--- config.mk ---
export PLATFORM = sky130hd
export DESIGN_NAME = json_stream_tokenizer_top
export DESIGN_NICKNAME = d
export VERILOG_FILES = /design/src/jst_pkg.sv /design/src/jst_front.sv /design/src/jst_back.sv /design/src/json_stream_tokenizer_top.sv
export SDC_FILE = /design/constraint.sdc
export NUM_CORES = 1
export LEC_CHECK = 0
export ABC_AREA = 1
export ABC_CLOCK_PERIOD_IN_PS = 9200
export BUFFER_PORTS_ARGS = -buffer_cell sky130_fd_sc_hd__buf_2
export CORE_AREA = 4 4 369 371
export DETAILED_ROUTE_END_ITERATION = 16
export DIE_AREA = 0 0 373 375
export GPL_TIMING_DRIVEN = 0
export PLACE_DENSITY_LB_ADDON = 0.25
export SYNTH_ARGS = -nofsm -noshare
export SYNTH_HDL_FRONTEND = slang
export SYNTH_HIERARCHICAL = 1
export SYNTH_SLANG_ARGS = --single-unit
--- constraint.sdc ---
create_clock -name clk -period 9.2 [get_ports clk]
set_clock_uncertainty 0.2 [all_clocks]
set_input_delay 1.84 -clock clk [delete_from_list [all_inputs] [get_ports clk]]
set_output_delay 1.84 -clock clk [all_outputs]
set_load 0.03 [all_outputs]
--- src/jst_pkg.sv ---
// ----------------------------------------------------------------------------
// JSON tokenizer package
// Shared types, codes and character helpers of the JSON stream tokenizer.
// ----------------------------------------------------------------------------
package jst_pkg;

	localparam int STACK_DEPTH_DEF = 64;
	localparam int FQ_DEPTH = 4;
	localparam int MAX_EV = 4;

	typedef logic [4:0] mode_t;

	localparam mode_t M_VALUE     = 5'd0;
	localparam mode_t M_ARR_FIRST = 5'd1;
	localparam mode_t M_OBJ_FIRST = 5'd2;
	localparam mode_t M_OBJ_KEY   = 5'd3;
	localparam mode_t M_COLON     = 5'd4;
	localparam mode_t M_AFTER     = 5'd5;
	localparam mode_t M_DONE      = 5'd6;
	localparam mode_t M_STR       = 5'd7;
	localparam mode_t M_ESC       = 5'd8;
	localparam mode_t M_HEX       = 5'd9;
	localparam mode_t M_SUR_BS    = 5'd10;
	localparam mode_t M_SUR_U     = 5'd11;
	localparam mode_t M_SUR_HEX   = 5'd12;
	localparam mode_t M_N_SIGN    = 5'd13;
	localparam mode_t M_N_ZERO    = 5'd14;
	localparam mode_t M_N_INT     = 5'd15;
	localparam mode_t M_N_DOT     = 5'd16;
	localparam mode_t M_N_FRAC    = 5'd17;
	localparam mode_t M_N_EXP     = 5'd18;
	localparam mode_t M_N_EXPS    = 5'd19;
	localparam mode_t M_N_EXPD    = 5'd20;
	localparam mode_t M_LIT_T     = 5'd21;
	localparam mode_t M_LIT_F     = 5'd22;
	localparam mode_t M_LIT_N     = 5'd23;

	localparam logic [3:0] EV_KEY_BYTE  = 4'd0;
	localparam logic [3:0] EV_KEY_END   = 4'd1;
	localparam logic [3:0] EV_STR_BYTE  = 4'd2;
	localparam logic [3:0] EV_STR_END   = 4'd3;
	localparam logic [3:0] EV_NUM_BYTE  = 4'd4;
	localparam logic [3:0] EV_NUM_END   = 4'd5;
	localparam logic [3:0] EV_TRUE      = 4'd6;
	localparam logic [3:0] EV_OBJ_OPEN  = 4'd9;
	localparam logic [3:0] EV_OBJ_CLOSE = 4'd10;
	localparam logic [3:0] EV_ARR_OPEN  = 4'd11;
	localparam logic [3:0] EV_ARR_CLOSE = 4'd12;
	localparam logic [3:0] EV_ACCEPTED  = 4'd13;
	localparam logic [3:0] EV_ERROR     = 4'd14;

	localparam logic [2:0] ER_NONE     = 3'd0;
	localparam logic [2:0] ER_UNEXP    = 3'd1;
	localparam logic [2:0] ER_DEEP     = 3'd2;
	localparam logic [2:0] ER_ESCAPE   = 3'd3;
	localparam logic [2:0] ER_SURR     = 3'd4;
	localparam logic [2:0] ER_CTRL     = 3'd5;
	localparam logic [2:0] ER_EARLY    = 3'd6;
	localparam logic [2:0] ER_TRAILING = 3'd7;

	typedef struct packed {
		logic [3:0] kind;
		logic [7:0] data;
		logic [2:0] err;
		logic [6:0] lvl;
	} event_t;

	typedef struct packed {
		logic [2:0] n;
		event_t [MAX_EV-1:0] ev;
	} bundle_t;

	function automatic event_t mk_ev(logic [3:0] kind, logic [7:0] data, logic [2:0] err,
		logic [6:0] lvl);
		event_t e;
		e.kind = kind;
		e.data = data;
		e.err = err;
		e.lvl = lvl;
		return e;
	endfunction

	function automatic logic is_ws(logic [7:0] c);
		return c == 8'h20 || c == 8'h09 || c == 8'h0A || c == 8'h0D;
	endfunction

	function automatic logic is_digit(logic [7:0] c);
		return c >= 8'h30 && c <= 8'h39;
	endfunction

	function automatic logic [4:0] hex_val(logic [7:0] c);
		logic [7:0] d;
		d = 8'h00;
		if (c >= 8'h30 && c <= 8'h39) begin
			d = c - 8'h30;
			return {1'b1, d[3:0]};
		end
		if (c >= 8'h61 && c <= 8'h66) begin
			d = c - 8'h57;
			return {1'b1, d[3:0]};
		end
		if (c >= 8'h41 && c <= 8'h46) begin
			d = c - 8'h37;
			return {1'b1, d[3:0]};
		end
		return 5'd0;
	endfunction

	function automatic logic [2:0] lit_len(logic [1:0] li);
		return (li == 2'd1) ? 3'd5 : 3'd4;
	endfunction

	function automatic logic [7:0] lit_char(logic [1:0] li, logic [2:0] k);
		logic [7:0] r;
		r = 8'h00;
		case ({li, k})
			5'b00_000: r = 8'h74;
			5'b00_001: r = 8'h72;
			5'b00_010: r = 8'h75;
			5'b00_011: r = 8'h65;
			5'b01_000: r = 8'h66;
			5'b01_001: r = 8'h61;
			5'b01_010: r = 8'h6C;
			5'b01_011: r = 8'h73;
			5'b01_100: r = 8'h65;
			5'b10_000: r = 8'h6E;
			5'b10_001: r = 8'h75;
			5'b10_010: r = 8'h6C;
			5'b10_011: r = 8'h6C;
			default: r = 8'h00;
		endcase
		return r;
	endfunction

endpackage

--- src/jst_front.sv ---
// ----------------------------------------------------------------------------
// JSON tokenizer front end
// Takes one byte per beat, runs the grammar and emits an event bundle.
// ----------------------------------------------------------------------------
module jst_front #(
	parameter int STACK_DEPTH = jst_pkg::STACK_DEPTH_DEF
) (
	input  logic              clk,
	input  logic              arst_n,
	input  logic              acc,
	input  logic [7:0]        in_byte,
	input  logic              end_of_text,
	input  logic [6:0]        max_depth,
	output logic              bnd_we,
	output jst_pkg::bundle_t  bnd
);

	localparam int CW = $clog2(STACK_DEPTH + 1);
	localparam int AW = $clog2(STACK_DEPTH);

	logic [CW-1:0]   cnt_q;
	jst_pkg::mode_t  mode_q;
	logic [15:0]     hex_q;
	logic [9:0]      hs_q;
	logic [2:0]      sub_q;
	logic            err_q;
	logic            top_q;
	logic            below_q;
	logic            stk_mem [STACK_DEPTH];

	logic [CW-1:0]   cnt;
	jst_pkg::mode_t  m;
	logic [15:0]     hex;
	logic [9:0]      hs;
	logic [2:0]      sub;
	logic            err;
	logic            push_stk;
	logic            push_val;
	logic            pop_stk;
	logic [2:0]      n;
	jst_pkg::event_t [jst_pkg::MAX_EV-1:0] ev;
	logic [CW-1:0]   cnt_nxt;
	logic [AW-1:0]   rd_addr;

	always_comb begin
		logic [7:0]  c;
		logic        eot;
		logic        handled;
		logic        topv;
		logic [4:0]  hv;
		logic        hex_done;
		logic [20:0] cp;
		logic [3:0]  sk;
		logic [1:0]  li;
		int          lim;
		c = in_byte;
		eot = end_of_text || (c == 8'h00);
		handled = 1'b0;
		topv = 1'b0;
		hv = 5'd0;
		hex_done = 1'b0;
		cp = 21'd0;
		sk = jst_pkg::EV_STR_BYTE;
		li = 2'd0;
		lim = (int'(max_depth) < STACK_DEPTH) ? int'(max_depth) : STACK_DEPTH;
		cnt = cnt_q;
		m = mode_q;
		hex = hex_q;
		hs = hs_q;
		sub = sub_q;
		err = err_q;
		push_stk = 1'b0;
		push_val = 1'b0;
		pop_stk = 1'b0;
		n = 3'd0;
		ev = '0;
		if (eot) begin
			if (!err_q) begin
				if (m == jst_pkg::M_N_ZERO || m == jst_pkg::M_N_INT ||
					m == jst_pkg::M_N_FRAC || m == jst_pkg::M_N_EXPD) begin
					ev[n[1:0]] = jst_pkg::mk_ev(jst_pkg::EV_NUM_END, 8'h00,
						jst_pkg::ER_NONE, 7'(cnt));
					n = n + 3'd1;
					m = (cnt != '0) ? jst_pkg::M_AFTER : jst_pkg::M_DONE;
				end
				if (m == jst_pkg::M_DONE) begin
					ev[n[1:0]] = jst_pkg::mk_ev(jst_pkg::EV_ACCEPTED, 8'h00,
						jst_pkg::ER_NONE, 7'(cnt));
				end else begin
					ev[n[1:0]] = jst_pkg::mk_ev(jst_pkg::EV_ERROR, 8'h00,
						jst_pkg::ER_EARLY, 7'(cnt));
				end
				n = n + 3'd1;
			end
			cnt = '0;
			m = jst_pkg::M_VALUE;
			hex = 16'd0;
			hs = 10'd0;
			sub = 3'd0;
			err = 1'b0;
		end else if (!err_q) begin
			sk = sub[2] ? jst_pkg::EV_KEY_BYTE : jst_pkg::EV_STR_BYTE;
			if (m == jst_pkg::M_N_ZERO || m == jst_pkg::M_N_INT ||
				m == jst_pkg::M_N_FRAC || m == jst_pkg::M_N_EXPD) begin
				handled = 1'b1;
				if (jst_pkg::is_digit(c) && m != jst_pkg::M_N_ZERO) begin
					ev[n[1:0]] = jst_pkg::mk_ev(jst_pkg::EV_NUM_BYTE, c,
						jst_pkg::ER_NONE, 7'(cnt));
					n = n + 3'd1;
				end else if (c == 8'h2E && (m == jst_pkg::M_N_ZERO ||
					m == jst_pkg::M_N_INT)) begin
					ev[n[1:0]] = jst_pkg::mk_ev(jst_pkg::EV_NUM_BYTE, c,
						jst_pkg::ER_NONE, 7'(cnt));
					n = n + 3'd1;
					m = jst_pkg::M_N_DOT;
				end else if ((c == 8'h65 || c == 8'h45) && m != jst_pkg::M_N_EXPD) begin
					ev[n[1:0]] = jst_pkg::mk_ev(jst_pkg::EV_NUM_BYTE, c,
						jst_pkg::ER_NONE, 7'(cnt));
					n = n + 3'd1;
					m = jst_pkg::M_N_EXP;
				end else begin
					ev[n[1:0]] = jst_pkg::mk_ev(jst_pkg::EV_NUM_END, 8'h00,
						jst_pkg::ER_NONE, 7'(cnt));
					n = n + 3'd1;
					m = (cnt != '0) ? jst_pkg::M_AFTER : jst_pkg::M_DONE;
					handled = 1'b0;
				end
			end
			topv = (cnt != '0) && top_q;
			if (!handled && !(m <= jst_pkg::M_DONE && jst_pkg::is_ws(c))) begin
				unique case (m)
					jst_pkg::M_VALUE, jst_pkg::M_ARR_FIRST: begin
						if (m == jst_pkg::M_ARR_FIRST && c == 8'h5D) begin
							cnt = cnt - 1'b1;
							pop_stk = 1'b1;
							ev[n[1:0]] = jst_pkg::mk_ev(jst_pkg::EV_ARR_CLOSE, 8'h00,
								jst_pkg::ER_NONE, 7'(cnt));
							n = n + 3'd1;
							m = (cnt != '0) ? jst_pkg::M_AFTER : jst_pkg::M_DONE;
						end else if (int'(cnt) + 1 > lim) begin
							ev[n[1:0]] = jst_pkg::mk_ev(jst_pkg::EV_ERROR, 8'h00,
								jst_pkg::ER_DEEP, 7'(cnt));
							n = n + 3'd1;
							err = 1'b1;
						end else begin
							sub = 3'd0;
							if (c == 8'h22) begin
								m = jst_pkg::M_STR;
							end else if (c == 8'h7B || c == 8'h5B) begin
								push_stk = 1'b1;
								push_val = (c == 8'h7B);
								cnt = cnt + 1'b1;
								ev[n[1:0]] = jst_pkg::mk_ev(push_val ? jst_pkg::EV_OBJ_OPEN :
									jst_pkg::EV_ARR_OPEN, 8'h00, jst_pkg::ER_NONE, 7'(cnt));
								n = n + 3'd1;
								m = push_val ? jst_pkg::M_OBJ_FIRST : jst_pkg::M_ARR_FIRST;
							end else if (c == 8'h74) begin
								m = jst_pkg::M_LIT_T;
								sub = 3'd1;
							end else if (c == 8'h66) begin
								m = jst_pkg::M_LIT_F;
								sub = 3'd1;
							end else if (c == 8'h6E) begin
								m = jst_pkg::M_LIT_N;
								sub = 3'd1;
							end else if (c == 8'h2D || jst_pkg::is_digit(c)) begin
								ev[n[1:0]] = jst_pkg::mk_ev(jst_pkg::EV_NUM_BYTE, c,
									jst_pkg::ER_NONE, 7'(cnt));
								n = n + 3'd1;
								m = (c == 8'h2D) ? jst_pkg::M_N_SIGN :
									(c == 8'h30) ? jst_pkg::M_N_ZERO : jst_pkg::M_N_INT;
							end else begin
								ev[n[1:0]] = jst_pkg::mk_ev(jst_pkg::EV_ERROR, 8'h00,
									jst_pkg::ER_UNEXP, 7'(cnt));
								n = n + 3'd1;
								err = 1'b1;
							end
						end
					end
					jst_pkg::M_OBJ_FIRST, jst_pkg::M_OBJ_KEY: begin
						if (m == jst_pkg::M_OBJ_FIRST && c == 8'h7D) begin
							cnt = cnt - 1'b1;
							pop_stk = 1'b1;
							ev[n[1:0]] = jst_pkg::mk_ev(jst_pkg::EV_OBJ_CLOSE, 8'h00,
								jst_pkg::ER_NONE, 7'(cnt));
							n = n + 3'd1;
							m = (cnt != '0) ? jst_pkg::M_AFTER : jst_pkg::M_DONE;
						end else if (c == 8'h22) begin
							m = jst_pkg::M_STR;
							sub = 3'd4;
						end else begin
							ev[n[1:0]] = jst_pkg::mk_ev(jst_pkg::EV_ERROR, 8'h00,
								jst_pkg::ER_UNEXP, 7'(cnt));
							n = n + 3'd1;
							err = 1'b1;
						end
					end
					jst_pkg::M_COLON: begin
						if (c == 8'h3A) begin
							m = jst_pkg::M_VALUE;
						end else begin
							ev[n[1:0]] = jst_pkg::mk_ev(jst_pkg::EV_ERROR, 8'h00,
								jst_pkg::ER_UNEXP, 7'(cnt));
							n = n + 3'd1;
							err = 1'b1;
						end
					end
					jst_pkg::M_AFTER: begin
						if (c == 8'h2C) begin
							m = topv ? jst_pkg::M_OBJ_KEY : jst_pkg::M_VALUE;
						end else if ((c == 8'h7D && topv) || (c == 8'h5D && !topv)) begin
							cnt = cnt - 1'b1;
							pop_stk = 1'b1;
							ev[n[1:0]] = jst_pkg::mk_ev(topv ? jst_pkg::EV_OBJ_CLOSE :
								jst_pkg::EV_ARR_CLOSE, 8'h00, jst_pkg::ER_NONE, 7'(cnt));
							n = n + 3'd1;
							m = (cnt != '0) ? jst_pkg::M_AFTER : jst_pkg::M_DONE;
						end else begin
							ev[n[1:0]] = jst_pkg::mk_ev(jst_pkg::EV_ERROR, 8'h00,
								jst_pkg::ER_UNEXP, 7'(cnt));
							n = n + 3'd1;
							err = 1'b1;
						end
					end
					jst_pkg::M_DONE: begin
						ev[n[1:0]] = jst_pkg::mk_ev(jst_pkg::EV_ERROR, 8'h00,
							jst_pkg::ER_TRAILING, 7'(cnt));
						n = n + 3'd1;
						err = 1'b1;
					end
					jst_pkg::M_STR: begin
						if (c == 8'h22) begin
							ev[n[1:0]] = jst_pkg::mk_ev(sub[2] ? jst_pkg::EV_KEY_END :
								jst_pkg::EV_STR_END, 8'h00, jst_pkg::ER_NONE, 7'(cnt));
							n = n + 3'd1;
							if (sub[2]) begin
								m = jst_pkg::M_COLON;
							end else begin
								m = (cnt != '0) ? jst_pkg::M_AFTER : jst_pkg::M_DONE;
							end
							sub = 3'd0;
						end else if (c == 8'h5C) begin
							m = jst_pkg::M_ESC;
						end else if (c < 8'h20) begin
							ev[n[1:0]] = jst_pkg::mk_ev(jst_pkg::EV_ERROR, 8'h00,
								jst_pkg::ER_CTRL, 7'(cnt));
							n = n + 3'd1;
							err = 1'b1;
						end else begin
							ev[n[1:0]] = jst_pkg::mk_ev(sk, c, jst_pkg::ER_NONE, 7'(cnt));
							n = n + 3'd1;
						end
					end
					jst_pkg::M_ESC: begin
						m = jst_pkg::M_STR;
						case (c)
							8'h22, 8'h5C, 8'h2F: begin
								ev[n[1:0]] = jst_pkg::mk_ev(sk, c, jst_pkg::ER_NONE, 7'(cnt));
								n = n + 3'd1;
							end
							8'h62, 8'h66, 8'h6E, 8'h72, 8'h74: begin
								ev[n[1:0]] = jst_pkg::mk_ev(sk, (c == 8'h62) ? 8'd8 :
									(c == 8'h66) ? 8'd12 : (c == 8'h6E) ? 8'd10 :
									(c == 8'h72) ? 8'd13 : 8'd9, jst_pkg::ER_NONE, 7'(cnt));
								n = n + 3'd1;
							end
							8'h75: begin
								m = jst_pkg::M_HEX;
								hex = 16'd0;
								sub = {sub[2], 2'b00};
							end
							default: begin
								ev[n[1:0]] = jst_pkg::mk_ev(jst_pkg::EV_ERROR, 8'h00,
									jst_pkg::ER_ESCAPE, 7'(cnt));
								n = n + 3'd1;
								err = 1'b1;
							end
						endcase
					end
					jst_pkg::M_HEX, jst_pkg::M_SUR_HEX: begin
						hv = jst_pkg::hex_val(c);
						if (!hv[4]) begin
							ev[n[1:0]] = jst_pkg::mk_ev(jst_pkg::EV_ERROR, 8'h00,
								jst_pkg::ER_ESCAPE, 7'(cnt));
							n = n + 3'd1;
							err = 1'b1;
						end else begin
							hex = {hex[11:0], hv[3:0]};
							if (sub[1:0] != 2'd3) begin
								sub[1:0] = sub[1:0] + 2'd1;
							end else begin
								sub[1:0] = 2'd0;
								hex_done = 1'b1;
							end
						end
						if (hex_done) begin
							if (m == jst_pkg::M_HEX && hex >= 16'hD800 && hex <= 16'hDBFF) begin
								hs = hex[9:0];
								m = jst_pkg::M_SUR_BS;
							end else if ((m == jst_pkg::M_HEX) == (hex >= 16'hDC00 &&
								hex <= 16'hDFFF)) begin
								ev[n[1:0]] = jst_pkg::mk_ev(jst_pkg::EV_ERROR, 8'h00,
									jst_pkg::ER_SURR, 7'(cnt));
								n = n + 3'd1;
								err = 1'b1;
							end else begin
								if (m == jst_pkg::M_HEX) begin
									cp = {5'd0, hex};
								end else begin
									cp = 21'h10000 + {1'b0, hs, hex[9:0]};
								end
								m = jst_pkg::M_STR;
								if (cp < 21'h80) begin
									ev[0] = jst_pkg::mk_ev(sk, cp[7:0], jst_pkg::ER_NONE,
										7'(cnt));
									n = 3'd1;
								end else if (cp < 21'h800) begin
									ev[0] = jst_pkg::mk_ev(sk, {3'b110, cp[10:6]},
										jst_pkg::ER_NONE, 7'(cnt));
									ev[1] = jst_pkg::mk_ev(sk, {2'b10, cp[5:0]},
										jst_pkg::ER_NONE, 7'(cnt));
									n = 3'd2;
								end else if (cp < 21'h10000) begin
									ev[0] = jst_pkg::mk_ev(sk, {4'b1110, cp[15:12]},
										jst_pkg::ER_NONE, 7'(cnt));
									ev[1] = jst_pkg::mk_ev(sk, {2'b10, cp[11:6]},
										jst_pkg::ER_NONE, 7'(cnt));
									ev[2] = jst_pkg::mk_ev(sk, {2'b10, cp[5:0]},
										jst_pkg::ER_NONE, 7'(cnt));
									n = 3'd3;
								end else begin
									ev[0] = jst_pkg::mk_ev(sk, {5'b11110, cp[20:18]},
										jst_pkg::ER_NONE, 7'(cnt));
									ev[1] = jst_pkg::mk_ev(sk, {2'b10, cp[17:12]},
										jst_pkg::ER_NONE, 7'(cnt));
									ev[2] = jst_pkg::mk_ev(sk, {2'b10, cp[11:6]},
										jst_pkg::ER_NONE, 7'(cnt));
									ev[3] = jst_pkg::mk_ev(sk, {2'b10, cp[5:0]},
										jst_pkg::ER_NONE, 7'(cnt));
									n = 3'd4;
								end
							end
						end
					end
					jst_pkg::M_SUR_BS, jst_pkg::M_SUR_U: begin
						if (m == jst_pkg::M_SUR_BS && c == 8'h5C) begin
							m = jst_pkg::M_SUR_U;
						end else if (m == jst_pkg::M_SUR_U && c == 8'h75) begin
							m = jst_pkg::M_SUR_HEX;
							hex = 16'd0;
							sub = {sub[2], 2'b00};
						end else begin
							ev[n[1:0]] = jst_pkg::mk_ev(jst_pkg::EV_ERROR, 8'h00,
								jst_pkg::ER_SURR, 7'(cnt));
							n = n + 3'd1;
							err = 1'b1;
						end
					end
					jst_pkg::M_N_SIGN, jst_pkg::M_N_DOT, jst_pkg::M_N_EXPS,
					jst_pkg::M_N_EXP: begin
						if (jst_pkg::is_digit(c) || (m == jst_pkg::M_N_EXP &&
							(c == 8'h2B || c == 8'h2D))) begin
							ev[n[1:0]] = jst_pkg::mk_ev(jst_pkg::EV_NUM_BYTE, c,
								jst_pkg::ER_NONE, 7'(cnt));
							n = n + 3'd1;
							if (m == jst_pkg::M_N_SIGN) begin
								m = (c == 8'h30) ? jst_pkg::M_N_ZERO : jst_pkg::M_N_INT;
							end else if (m == jst_pkg::M_N_DOT) begin
								m = jst_pkg::M_N_FRAC;
							end else if (m == jst_pkg::M_N_EXP && !jst_pkg::is_digit(c)) begin
								m = jst_pkg::M_N_EXPS;
							end else begin
								m = jst_pkg::M_N_EXPD;
							end
						end else begin
							ev[n[1:0]] = jst_pkg::mk_ev(jst_pkg::EV_ERROR, 8'h00,
								jst_pkg::ER_UNEXP, 7'(cnt));
							n = n + 3'd1;
							err = 1'b1;
						end
					end
					jst_pkg::M_LIT_T, jst_pkg::M_LIT_F, jst_pkg::M_LIT_N: begin
						li = 2'(m - jst_pkg::M_LIT_T);
						if (sub >= jst_pkg::lit_len(li) || c != jst_pkg::lit_char(li, sub)) begin
							ev[n[1:0]] = jst_pkg::mk_ev(jst_pkg::EV_ERROR, 8'h00,
								jst_pkg::ER_UNEXP, 7'(cnt));
							n = n + 3'd1;
							err = 1'b1;
						end else begin
							sub = sub + 3'd1;
							if (sub == jst_pkg::lit_len(li)) begin
								sub = 3'd0;
								ev[n[1:0]] = jst_pkg::mk_ev(jst_pkg::EV_TRUE + 4'(li), 8'h00,
									jst_pkg::ER_NONE, 7'(cnt));
								n = n + 3'd1;
								m = (cnt != '0) ? jst_pkg::M_AFTER : jst_pkg::M_DONE;
							end
						end
					end
					default: begin
						ev[n[1:0]] = jst_pkg::mk_ev(jst_pkg::EV_ERROR, 8'h00,
							jst_pkg::ER_UNEXP, 7'(cnt));
						n = n + 3'd1;
						err = 1'b1;
					end
				endcase
			end
		end
	end

	assign cnt_nxt = acc ? cnt : cnt_q;
	assign rd_addr = AW'(cnt_nxt - CW'(2));
	assign bnd_we = acc && (n != 3'd0);
	assign bnd.n = n;
	assign bnd.ev = ev;

	always_ff @(posedge clk) begin
		if (acc && push_stk) begin
			stk_mem[cnt_q[AW-1:0]] <= push_val;
		end
		below_q <= stk_mem[rd_addr];
	end

	always_ff @(posedge clk or negedge arst_n) begin
		if (!arst_n) begin
			cnt_q <= '0;
			mode_q <= jst_pkg::M_VALUE;
			hex_q <= 16'd0;
			hs_q <= 10'd0;
			sub_q <= 3'd0;
			err_q <= 1'b0;
			top_q <= 1'b0;
		end else if (acc) begin
			cnt_q <= cnt;
			mode_q <= m;
			hex_q <= hex;
			hs_q <= hs;
			sub_q <= sub;
			err_q <= err;
			if (push_stk) begin
				top_q <= push_val;
			end else if (pop_stk) begin
				top_q <= below_q;
			end
		end
	end

	a_cnt_bound: assert property (@(posedge clk) disable iff (!arst_n)
		int'(cnt_q) <= STACK_DEPTH) else $error("open count beyond stack depth");
	a_ev_bound: assert property (@(posedge clk) disable iff (!arst_n)
		n <= 3'(jst_pkg::MAX_EV)) else $error("too many events in one beat");
	a_eot_restart: assert property (@(posedge clk) disable iff (!arst_n)
		acc && (end_of_text || in_byte == 8'h00) |=> cnt_q == '0 &&
		mode_q == jst_pkg::M_VALUE && !err_q) else $error("end of text did not restart");

endmodule

--- src/jst_back.sv ---
// ----------------------------------------------------------------------------
// JSON tokenizer back end
// Queues event bundles and hands out their events one beat at a time.
// ----------------------------------------------------------------------------
module jst_back (
	input  logic              clk,
	input  logic              arst_n,
	input  logic              bnd_we,
	input  jst_pkg::bundle_t  bnd,
	output logic              bfull,
	input  logic              pop,
	output logic              empty,
	output logic [3:0]        event_kind,
	output logic [7:0]        data_byte,
	output logic [2:0]        error_code,
	output logic [6:0]        nesting_level,
	output logic              last_of_run
);

	localparam int FA = $clog2(jst_pkg::FQ_DEPTH);

	jst_pkg::bundle_t fq_q [jst_pkg::FQ_DEPTH];
	logic [FA-1:0]    wp_q;
	logic [FA-1:0]    rp_q;
	logic [FA:0]      fc_q;
	jst_pkg::bundle_t cur_q;
	logic             cur_v_q;
	logic [1:0]       idx_q;
	logic             last;
	logic             ld;
	jst_pkg::event_t  e;

	assign bfull = (fc_q == (FA+1)'(jst_pkg::FQ_DEPTH));
	assign last = ((3'(idx_q) + 3'd1) == cur_q.n);
	assign ld = (fc_q != '0) && (!cur_v_q || (pop && last));
	assign e = cur_q.ev[idx_q];
	assign empty = !cur_v_q;
	assign event_kind = e.kind;
	assign data_byte = e.data;
	assign error_code = e.err;
	assign nesting_level = e.lvl;
	assign last_of_run = last;

	always_ff @(posedge clk) begin
		if (bnd_we) begin
			fq_q[wp_q] <= bnd;
		end
		if (ld) begin
			cur_q <= fq_q[rp_q];
		end
	end

	always_ff @(posedge clk or negedge arst_n) begin
		if (!arst_n) begin
			wp_q <= '0;
			rp_q <= '0;
			fc_q <= '0;
			cur_v_q <= 1'b0;
			idx_q <= 2'd0;
		end else begin
			if (bnd_we) begin
				wp_q <= wp_q + 1'b1;
			end
			if (ld) begin
				rp_q <= rp_q + 1'b1;
			end
			fc_q <= fc_q + (FA+1)'(bnd_we) - (FA+1)'(ld);
			if (ld) begin
				cur_v_q <= 1'b1;
				idx_q <= 2'd0;
			end else if (pop && cur_v_q) begin
				if (last) begin
					cur_v_q <= 1'b0;
				end
				idx_q <= idx_q + 2'd1;
			end
		end
	end

	a_no_overflow: assert property (@(posedge clk) disable iff (!arst_n)
		bnd_we |-> !bfull || ld) else $error("bundle queue overflow");
	a_cur_nonempty: assert property (@(posedge clk) disable iff (!arst_n)
		cur_v_q |-> cur_q.n != 3'd0) else $error("empty bundle in output stage");
	a_count_bound: assert property (@(posedge clk) disable iff (!arst_n)
		fc_q <= (FA+1)'(jst_pkg::FQ_DEPTH)) else $error("bundle queue count out of range");

endmodule

--- src/json_stream_tokenizer_top.sv ---
// ----------------------------------------------------------------------------
// JSON stream tokenizer
// Validates JSON text byte by byte and emits token events.
// ----------------------------------------------------------------------------
// Input: one text byte (or end_of_text) per beat, taken when push is high and
// full is low. A zero byte counts as end of text. One beat is taken every
// cycle while full stays low.
// Output: events leave through a queue-style port; the oldest event sits on
// the result ports while empty is low and is taken when pop is high. A byte
// gives zero to four events; last_of_run marks the final one of a byte.
// A byte's bundle is registered in the queue, then in the output stage. Each
// event takes one output cycle while pop stays high, so a multi-byte UTF-8
// sequence from one byte gives up to four events in a row on the output port.
// A four-entry bundle queue between the parser and the output stage absorbs
// such bursts; when pop stays low the queue fills and full rises.
// The container kind stack is a memory of STACK_DEPTH one-bit entries.
// Reset clears all parse state and sets max_depth to 64; the user must write
// max_depth via cfg_wr_en and cfg_wr_data only while idle; not enforced here.
// ----------------------------------------------------------------------------
module json_stream_tokenizer_top #(
	parameter int STACK_DEPTH = jst_pkg::STACK_DEPTH_DEF
) (
	input  logic       clk,
	input  logic       arst_n,
	input  logic       push,
	output logic       full,
	input  logic [7:0] in_byte,
	input  logic       end_of_text,
	input  logic       cfg_wr_en,
	input  logic [6:0] cfg_wr_data,
	output logic       empty,
	input  logic       pop,
	output logic [3:0] event_kind,
	output logic [7:0] data_byte,
	output logic [2:0] error_code,
	output logic [6:0] nesting_level,
	output logic       last_of_run
);

	logic             acc;
	logic             bnd_we;
	jst_pkg::bundle_t bnd;
	logic [6:0]       max_depth_q;

	assign acc = push && !full;

	always_ff @(posedge clk or negedge arst_n) begin
		if (!arst_n) begin
			max_depth_q <= 7'd64;
		end else if (cfg_wr_en) begin
			max_depth_q <= cfg_wr_data;
		end
	end

	jst_front #(.STACK_DEPTH(STACK_DEPTH)) u_front (
		.clk         (clk),
		.arst_n      (arst_n),
		.acc         (acc),
		.in_byte     (in_byte),
		.end_of_text (end_of_text),
		.max_depth   (max_depth_q),
		.bnd_we      (bnd_we),
		.bnd         (bnd)
	);

	jst_back u_back (
		.clk           (clk),
		.arst_n        (arst_n),
		.bnd_we        (bnd_we),
		.bnd           (bnd),
		.bfull         (full),
		.pop           (pop),
		.empty         (empty),
		.event_kind    (event_kind),
		.data_byte     (data_byte),
		.error_code    (error_code),
		.nesting_level (nesting_level),
		.last_of_run   (last_of_run)
	);

endmodule
# --- After elaboration in Yosys (flattened, before gate mapping) ---
# Memories as Yosys holds them, arrays and structs flattened. A register that Yosys moved wholly into a read port is not among the register bits.
# Cells that the tools add are included.
totals:
  regBits: 60
  ram_bits: 428
  mem_bits_ro: 224
  word_cells: 556
  mem_count: 3
mem_list:
  columns: ["memory", "words", "word_bits", "rd", "rd_clocked_by_memory_dff", "wr", "line_no", "text"]
  rows:
  - ["u_back.fq_q", 4, 91, 1, 1, 1, "jst_back.sv:22", "jst_pkg::bundle_t fq_q [jst_pkg::FQ_DEPTH];"]
  - ["(name not given)", 32, 7, 1, 0, 0, "jst_pkg.sv:116", "case ({li, k})"]
  - ["u_front.stk_mem", 64, 1, 1, 1, 1, "jst_front.sv:29", "logic stk_mem [STACK_DEPTH];"]
classes:
  add_sub_neg: 21
  order_cmp: 25
  n_eq_ne: 71
  muxes: 340
  n_reduce_logical: 82
op_table:
  columns: ["cell", "count"]
  rows:
  - ["88-bit two-way mux", 34]
  - ["88-bit bitwise mux", 18]
  - ["88-bit case mux with 11 select lines", 1]
  - ["22-bit two-way mux", 12]
  - ["88-bit case mux with 3 select lines", 1]
  - ["5-bit two-way mux", 48]
  - ["21-bit two-way mux", 9]
  - ["16-bit two-way mux", 11]
  - ["3-bit two-way mux", 54]
  - ["22-bit demux with 2-bit select", 3]
  - ["8-bit by 7-bit == test with 1-bit output (second input constant)", 13]
  - ["1-bit two-way mux", 94]
  - ["44-bit two-way mux", 2]
  - ["7-bit two-way mux", 12]
  - ["8-bit by 6-bit == test with 1-bit output (second input constant)", 9]
  - ["66-bit two-way mux", 1]
  - ["10-bit two-way mux", 6]
  - ["60-bit two-way mux", 1]
  - ["8-bit two-way mux", 7]
  - ["5-bit case mux with 10 select lines", 1]
  - ["16-bit case mux with 3 select lines", 1]
  - ["22-bit binary-select mux with 2-bit select", 1]
  - ["5-bit by 4-bit == test with 1-bit output (second input constant)", 8]
  - ["5-bit == test (second input constant)", 8]
  - ["75 further kinds", 184]

# --- Logic depth before layout (Yosys ltp) ---
logic_depth:
  depth_word: 64
  mapped_depth: 37
  ltp_nobuf: 37

# --- Hierarchy ---
# Netlist, hierarchy kept.
modules_own_cells:
  columns: ["mod", "instances", "cells_per_inst", "area_each_um2", "seq_area_each_um2"]
  rows:
  - ["jst_back", 1, 1175, 17423.0, 13913.3]
  - ["jst_front", 1, 2027, 12753.5, 3017.9]
  - ["json_stream_tokenizer_top", 1, 32, 277.8, 176.4]

# --- Worst setup path after synthesis ---
# OpenSTA, ideal clock, no wires.
synth_path:
  path_type: "input-to-reg"
  from: "input port in_byte[1]"
  to: "memory u_front.stk_mem[0], data pin"
  setup_ns: 0.878
  arrival_time_ns: 7.577
  t_required_ns: 8.122
  path_slack_ns: 0.545
  stages: 19
  cell_sequence: "inv_1 > ha_1 > inv_1 > nand3_1 > nand2_1 > nor2_4 > nand2_4 > nand4_4 > buf_6 > o21ai_4 > buf_6 > ha_1 > nand2_2 > nand2_1 > nand2_2 > buf_4 > nor2_1 > inv_1 > nor4_1"
synth_between:
  elab_chain_cells: 16
synth_lines:
  columns: ["element", "line_no", "text"]
  rows:
  - ["from (decl)", "json_stream_tokenizer_top.sv:27", "input logic [7:0] in_byte,"]
  - ["parallel branches: the longest is 15 deep, another holds 8-bit by 6-bit greater-or-equal comparator with 1-bit output", null, null]
  - ["1-bit two-way mux (*)", "jst_front.sv:77", "if (eot) begin"]
  - ["net u_front.push_val", "jst_front.sv:38", "logic push_val;"]
  - ["to (decl)", "jst_front.sv:29", null]
# Mark *: on every way through the listed nets, which the timed path passes. The select of a mux whose other input is x is not followed.

==> metrics <==
status=completed; Port Buffers=41; total core area=between 0.1 and 0.15 sq mm; drt total wl=115,000 um; Starting Density=between 20% and 30%; highest clock rate=0.114 GHz; Post-route DRC=0; cts hold-fix bufs=0; PnR Total Power=about 10 mW; Place WS=around 0.13 ns; synthesized instance count=3,234; CTS root buffer=clkbuf_16; Die Footprint=0.140 sq mm; Std-Cell Rows=roughly 130; critical path's slowest cell=nor2_1; number of synthesized register bits=580; Layout area overhead=15.9%; fin crit share=95.1%; DR pass1 iterations=6; max-slew violation count=0; P per Cell Area=289 mW/mm^2; actual slew at the worst max-slew pin=around 1.1 ns; total global routing overflow=0; CP startpoint kind=register; all-layer global routing usage=16.0%; DRT iter0 DRCs=approximately 2,400; final worst path period need=8.75 ns; CTS sink cnt=580; worst-case clock buffer depth=3; RSZ-0062 raised after global routing=false; fin area=0.0353 sq mm; Post-Syn Area per Cell=between 9 and 10 sq um; Post-synth ARST share=approximately a tenth; CP Max Fanout=60; Max transition margin=27.1%; Die Wd=approximately 370 um; R2R Setup Slk=between 0.4 and 0.5 ns; htree depth=3; CP Capture Type=register; initial antenna violation count=2; via count=24,886; Setup WS post-layout=about 0.45 ns; Hold WS=0.271 ns; WL/cell=between 20 and 25 um; Req. time, crit path=9.27 ns; # IOs=46; largest net degree at the start of global routing=68; non-filler instance count after layout=about 5,200; core occupancy in the finished layout=26.6%; sequential area share after synthesis=between 50% and 60%; clk_lat worst skew=0.66 ns; number of synthesized flops with an enable pin=slightly above 500; Largest stage delay, worst path=0.57 ns; detailed placement HPWL=84,600 um; CTS tree=built; ys flop type=edfxtp_1; ANT nets after route=0; final setup vio count=0; worst min path class=reg2reg; placed cell count=approximately 5,100; clock-pin slew on the worst setup and hold paths=0.06 ns; Post-CTS Resized=0; cts bufs inserted=68; Chip Height=375 um; CP arrival=8.83 ns; share of cells above drive strength 1=about 11%; maximum vdd drop=221 uV; kind of critical path=reg2reg; Placement Cell Area=0.0332 sq mm; Max Cap Viol=0; RePlAce Congestion=between 0.9 and 1; P_leak=13.1 nW; Setup TNS=0 ns; Distinct cells, synth=74; vias per std cell=4.80; # Post-CTS Setup Buffers=0; final hold vios=0; first-pass GRT wire length=around 170,000 um; Yosys warnings=6; vias in the first global route=around 24,000; Final nets=3,449; mapped cell area=0.0305 sq mm
worst paths after layout:
check | from | endpoint | cells after the start
min in group asynchronous | arst_n | max_depth_q[4] | 1
min | u_front/hs_q[3] | u_front/hs_q[3] | 2
min reg2reg | u_front/hs_q[3] | u_front/hs_q[3] | 2
max in group asynchronous | arst_n | max_depth_q[6] | 2
max reg2reg | u_front/cnt_q[1] | u_back/fq_q[0][81] | 30
max | u_front/cnt_q[1] | u_back/fq_q[0][81] | 30
worst max-delay path, delay by kind of cell (launching register included):
family                   cells  cell delay, ns
AO/OA/AOI/OAI                2            0.39
XOR/XNOR                     1            0.38
adder cells (fa/ha/maj)      2            0.63
buffers and inverters       12            3.11
flip-flops                   1            0.38
AND/OR/NAND/NOR             13            3.12
where the power goes:
part           switching (mW)  leakage [nW]  internal (mW)
combinational            3.04          6.27           1.11
sequential              0.118          5.78           3.33
clock                    1.14          1.02           1.46
total                    4.30          13.1           5.91
synth_stat cells (all sizes together) (12+ instances only):
master,n,area (sq um)
a211oi,15,113
a21oi,96,495
a22oi,14,110
a31oi,15,93.8
buf,91,658
clkbuf,75,288
dfrtp,59,1480
edfxtp,519,15600
ha,62,776
inv,263,997
nand2,512,2050
nand3,229,1240
nand4,27,205
nor2,539,2120
nor3,50,267
o2111ai,20,175
o211ai,25,188
o21ai,402,2060
o22ai,127,795
xor2,12,105
logic make-up (layout without fill, tap and decap cells):
logic type	Yosys count	after routing	synth area share, %
and+or+nand+nor	1378	1378	19.8
AOI/OAI and AO/OA	758	758	14.4
DFF	580	580	56.2
buffers and inverters	436	609	6.47
adders and majority gates	63	63	2.61
xor gates and xnor gates	18	18	0.518
other	1	9	0.0123
sequential cells by signal (all words and copies together), names as in the netlist, 2 cells and up:
signal and flops:
u_back/idx_q 2, u_front/mode_q 5, u_front/cnt_q 7, u_front/hex_q 16
u_back/fq_q 364, u_front/sub_q 3, u_back/fc_q 3, u_back/rp_q 2
u_back/cur_q 91, max_depth_q 7, u_back/wp_q 2, u_front/hs_q 10
u_front/stk_mem 64
routing by layer:
| layer | share of wire (%) | GRT usage [%] | wire, um | up-vias |
|---|---|---|---|---|
| li1 | - | - | - | 11652 |
| met1 | 45 | 21.7 | 51400 | 12176 |
| met2 | 46 | 26.2 | 53600 | 888 |
| met3 | 6.1 | 2.52 | 7090 | 170 |
| met4 | 2.9 | 4.95 | 3340 | 0 |
| met5 | 0 | 0 | 0 | - |
area by class of cell:
class	count	area (sq um)
fill	14255	97600
sequential	580	17100
multi-input combinational	2225	11400
tap	1768	2210
clock buffer	90	1790
inverter	270	1050
buffer	166	948
timing repair buffer	54	425
clock inverter	29	358
antenna	1	2.50
cells in the final DEF (no fill, tap or decap), types with 48 or more instances in the layout:
cell type  count
nor3_1        48
nand3_1      211
nor2_1       515
buf_2         71
a21oi_1       94
inv_1        217
clkbuf_1      89
clkbuf_16     68
dfrtp_1       59
ha_1          62
nand2_1      482
edfxtp_1     519
o21ai_0      301
o21ai_1       93
o22ai_1      127
No activity file was read; power rests on OpenSTA's default activity.
